[src/hw/rtl/fifo_batch_promotion_replacement_unit_assert.svh]
// ----------------------------------------------------------------------------
// Assertion macros
// Concurrent assertion wrappers, empty in synthesis.
// ----------------------------------------------------------------------------
`ifndef FIFO_BATCH_PROMOTION_REPLACEMENT_UNIT_ASSERT_SVH
`define FIFO_BATCH_PROMOTION_REPLACEMENT_UNIT_ASSERT_SVH
`ifndef SYNTHESIS
`define FBP_ASSERT(lbl, clk, rstn, prop) \
  lbl: assert property (@(posedge clk) disable iff (!rstn) prop) \
    else $error("fbp assertion failed");
`define FBP_ASSERT_NORST(lbl, clk, prop) \
  lbl: assert property (@(posedge clk) prop) \
    else $error("fbp assertion failed");
`else
`define FBP_ASSERT(lbl, clk, rstn, prop)
`define FBP_ASSERT_NORST(lbl, clk, prop)
`endif
`endif

[src/hw/rtl/fbp_pkg.sv]
// ----------------------------------------------------------------------------
// fbp_pkg
// Types and constants of the batch promotion replacement unit.
// ----------------------------------------------------------------------------
`default_nettype none
package fbp_pkg;

  localparam int ID_W    = 64;
  localparam int CAP_W   = 11;
  localparam int IVAL_W  = 16;
  localparam int CFG_AW  = 3;
  localparam int CFG_DW  = 32;

  localparam logic REQ_ACCESS = 1'b0;
  localparam logic REQ_REMOVE = 1'b1;

  localparam logic CFG_IDX_CAPACITY = 1'b0;
  localparam logic CFG_IDX_INTERVAL = 1'b1;

  localparam logic [CAP_W-1:0]  CAP_RESET  = 11'd1024;
  localparam logic [IVAL_W-1:0] IVAL_RESET = 16'd204;
  localparam logic [IVAL_W-1:0] INS_MAX    = 16'hFFFF;

  typedef struct packed {
    logic            req_type;
    logic [ID_W-1:0] object_id;
  } fbp_req_t;

  typedef struct packed {
    logic            hit;
    logic            victim_valid;
    logic [ID_W-1:0] victim_id;
    logic            batch_promoted;
  } fbp_rsp_t;

  typedef struct packed {
    logic [CAP_W-1:0]  capacity_in_use;
    logic [IVAL_W-1:0] promotion_interval;
  } fbp_cfg_t;

  typedef enum logic [3:0] {
    ST_CLEAR,
    ST_IDLE,
    ST_SCAN,
    ST_HIT,
    ST_EV_CHK,
    ST_EV_LOAD,
    ST_UNLINK,
    ST_PUSH,
    ST_INSERT,
    ST_PR_START,
    ST_PR_READ,
    ST_PR_WAIT,
    ST_DONE
  } fbp_state_e;

  typedef enum logic [1:0] {
    MD_ACCESS,
    MD_REMOVE,
    MD_EVICT,
    MD_PROMO
  } fbp_mode_e;

endpackage
`default_nettype wire

[src/hw/rtl/fbp_cfg.sv]
// ----------------------------------------------------------------------------
// fbp_cfg
// APB register file: capacity in use and promotion interval.
// ----------------------------------------------------------------------------
`default_nettype none
module fbp_cfg
  import fbp_pkg::*;
(
  input  wire logic              clk_i,
  input  wire logic              rst_ni,
  input  wire logic              psel,
  input  wire logic              penable,
  input  wire logic              pwrite,
  input  wire logic [CFG_AW-1:0] paddr,
  input  wire logic [CFG_DW-1:0] pwdata,
  output logic      [CFG_DW-1:0] prdata,
  output logic                   pready,
  output fbp_cfg_t               cfg_o
);

  logic [CAP_W-1:0]  cap_q, cap_d;
  logic [IVAL_W-1:0] ival_q, ival_d;
  logic              wr;

  assign pready = 1'b1;
  assign wr     = psel & penable & pwrite;

  always_comb begin
    cap_d  = cap_q;
    ival_d = ival_q;
    if (wr) begin
      unique case (paddr[2])
        CFG_IDX_CAPACITY: cap_d  = pwdata[CAP_W-1:0];
        CFG_IDX_INTERVAL: ival_d = pwdata[IVAL_W-1:0];
        default: ;
      endcase
    end
  end

  always_comb begin
    unique case (paddr[2])
      CFG_IDX_CAPACITY: prdata = CFG_DW'(cap_q);
      CFG_IDX_INTERVAL: prdata = CFG_DW'(ival_q);
      default:          prdata = '0;
    endcase
  end

  always_ff @(posedge clk_i or negedge rst_ni) begin
    if (!rst_ni) begin
      cap_q  <= CAP_RESET;
      ival_q <= IVAL_RESET;
    end else begin
      cap_q  <= cap_d;
      ival_q <= ival_d;
    end
  end

  assign cfg_o.capacity_in_use    = cap_q;
  assign cfg_o.promotion_interval = ival_q;

endmodule
`default_nettype wire

[config.mk]
export PLATFORM = sky130hd
export DESIGN_NAME = fbp_cfg
export DESIGN_NICKNAME = d
export VERILOG_FILES = /design/src/hw/rtl/fifo_batch_promotion_replacement_unit_assert.svh /design/src/hw/rtl/fbp_pkg.sv /design/src/hw/rtl/fbp_cfg.sv
export SDC_FILE = /design/constraint.sdc
export NUM_CORES = 1
export LEC_CHECK = 0
export ABC_AREA = 1
export BUFFER_PORTS_ARGS = -buffer_cell sky130_fd_sc_hd__buf_2
export CORE_MARGIN = 5
export CORE_UTILIZATION = 44
export CTS_CLUSTER_DIAMETER = 80
export DETAILED_ROUTE_END_ITERATION = 12
export GPL_ROUTABILITY_DRIVEN = 1
export GPL_TIMING_DRIVEN = 1
export HOLD_SLACK_MARGIN = 0.08
export PLACE_DENSITY = 0.85
export SYNTH_ARGS = -nofsm -noshare
export SYNTH_HDL_FRONTEND = slang
export SYNTH_SLANG_ARGS = --single-unit
[constraint.sdc]
create_clock -name clk_i -period 1.42 [get_ports clk_i]
set_input_delay 0.284 -clock clk_i [delete_from_list [all_inputs] [get_ports clk_i]]
set_output_delay 0.284 -clock clk_i [all_outputs]
set_load 0.02 [all_outputs]
==> results.cfg <==
[synthesis]
ys_seq_area_share_pct = 48.10
yosysUniqueCellTypes = 14
ys_warn_count = 0
synthCells = 186
yosysTopAreaCell = dfrtp_1
synth_seq_cells = 27
syn_avg_cell_area_um2 = 7.622
synth_top_cell_area_share_pct = 38.83
synthTopCellsByArea = dfrtp_1, nand2_1, nand3_1
syn-cell-area_um2 = 1418

[sta]
final-max-slew-violation-count = 0
hold_viol = 0
clock_skew_ns = 0
setup_ws_ns = 0.02292
rsz0062_at_grt = yes
fin_crit_sh_pct = 98.39
worst_pin_slew_ns = 0.5929
hold_slack_ns = 0.1843
max_slew_margin_pct = 60.47
fmax_mhz = 715.8
setup_tns_ns = 0
finalCriticalPeriod_ns = 1.397
setup_viol = 0

[pwr]
leakagePower_nw = 1.138
vdd.ir_drop.worst_uv = 640.8
powerDensity_nw_per_um2 = 1235

[detailed_routing]
drt_iter0_drc = 42
drt_wl_total_um = 3374
first_pass_iters = 4
antenna_left = 0
avgRoutedWirePerCell_um = 11.32
drc = 0
vias = 1341
vias_per_cell = 4.500

[clock_tree]
numCtsBuffers = 3
clk_path_buf_depth = 2
cts-root-buf = clkbuf_4
clock_sinks = 27
htree_levels = 1
cts_tree = yes
clk_latency_ns = 0.30
cts.reportedPaths.clkPinSlew_ns = 0.14

[setup_path]
crit-reg2reg-launch = ival_q[7]
cp-start-kind = register
crit_chain = nand2_1 -> nand2_1 -> buf_6
path_buf_inv = 1
cp_slowest_cell = dfstp_2
rr_worst_depth = 3
worstSetupEndpointType = output pin
max_stage_delay_ns = 0.57
crit_fanout = 3
cp_data_arrival_time_ns = 1.11
cp.required_ns = 1.14
crit_cells = 3
path_delay_family = flip-flops
path_class = register to output pin
crit_top_cell = nand2_1
r2r_setup_slack_ns = 0.62
worstReg2RegEnd = ival_q[7]

[worst_hold_path]
hold_path_depth = 3
hold_path_class = input pin to register
hold_end = ival_q[7]
worst_hold_startpoint = pwdata[7]

[run_status]
status = finished, final reports clean

[floorplan]
core_area_um2 = 3078
initial_core_util_pct = 46.06
dieWidth_um = 66.76
io_pins = 100
rows = 20
die_y_um = 66.76
fp.dieArea_um2 = 4457

[cells_and_area]
drive_gt1_share_pct = 36.22
nets = 295
seq_area_um2 = 681.9
layout_common_cells = nand2_1, buf_2, nand3_1
multi_input_area_um2 = 590.6
num_antenna_cells = 0
final_common_cell = nand2_1
area_delta_synth_final_pct = 29.57
fillers = 318
design_area_um2 = 1837

[global_routing]
grt_max_degree = 28
antenna_found_initial = 0
grt_pass1_vias = 1280
grt_pass1_wl_um = 5457
globalRouteTotalUtil_pct = 15.54
grt-ovfl-total = 0

[job]
drv_cap = 0

[placed_design]
place_area_um2 = 1749
hpwl_um = 2550
preCtsSetupSlack_ns = 0.2200
numPortBuffers = 64
gp_congestion = 0.7390
flip-flops by register name, indices dropped and copies added (netlist names):
| register | count |
|---|---|
| ival_q | 16 |
| cap_q | 11 |
logic make-up (layout without fill, tap and decap cells):
| kind of cell | after synthesis | count (layout) | share of synthesized area, % |
|---|---|---|---|
| flops | 27 | 27 | 48.10 |
| other cells | 2 | 17 | 0.5298 |
| simple gates | 123 | 123 | 36.28 |
| buf+inv | 34 | 87 | 15.09 |
final cells by class:
cell class,instances,share of cell area (%)
Clock buffer,4,1.431
Sequential cell,27,37.13
Inverter,7,1.431
Multi-Input combinational cell,140,32.15
Tap cell,44,2.997
Timing Repair Buffer,76,24.86
cells in the mapped netlist:
cell type / instances
nand2_1: 93
nand3_1: 27
dfrtp_1: 22
buf_4: 17
buf_2: 6
dfstp_2: 5
inv_1: 5
buf_6: 2
clkbuf_1: 2
conb_1: 2
inv_2: 2
nand4_1: 1
nand4_2: 1
nor2_4: 1
worst max-delay path by stage:
| stage | endpoint | slack (ns) | start |
|---|---|---|---|
| after CTS | prdata[3] | 0.005 | ival_q[3] |
| after global placement | prdata[7] | 0.22 | paddr[2] |
| final | prdata[3] | 0.02 | ival_q[3] |
| after global routing | prdata[2] | -0.06 | ival_q[2] |
| after detailed placement | prdata[7] | 0.22 | paddr[2] |
| after floorplan | prdata[10] | 0.20 | paddr[2] |
metal layers:
| layer | vias to the layer above | global-route usage (%) | share of wire, % |
|---|---|---|---|
| met5 | - | 0 | 0 |
| met4 | 0 | 2.284 | 0.30 |
| met3 | 2 | 3.541 | 7.9 |
| met2 | 44 | 29.08 | 51 |
| met1 | 620 | 18.23 | 41 |
| li1 | 675 | - | - |
report_power, final:
group,leakage (nW),internal [mW],switching [mW]
clock,0.0150,0.109,0.209
sequential,0.329,0.933,0.110
combinational,0.794,0.318,0.590
stage by stage:
| stage | total power [mW] | instances | util [%] |
|---|---|---|---|
| final | 2.268 | 298 | 59.67 |
| after global routing | 2.423 | 298 | 59.67 |
| after CTS | 2.252 | 297 | 58.41 |
| after detailed placement | 1.917 | 292 | 56.83 |
| after global placement | 1.898 | 292 | 56.83 |
| after floorplan | 1.618 | 201 | - |
worst reg2reg max path: stages, from the launching register on:
cell and delay (ns):
dfstp_2 0.56, buf_4 0.10, nand2_1 0.04, nand2_1 0.05
timing repair:
action                                  CTS  global route
endpoints found under the setup margin    5             5
pin swaps                                 0             6
hold buffers                              1             0
buffers inserted                          0             1
endpoints found under the hold margin    22             0
resized for setup                         5            10
No activity file was read; power rests on OpenSTA's default activity.
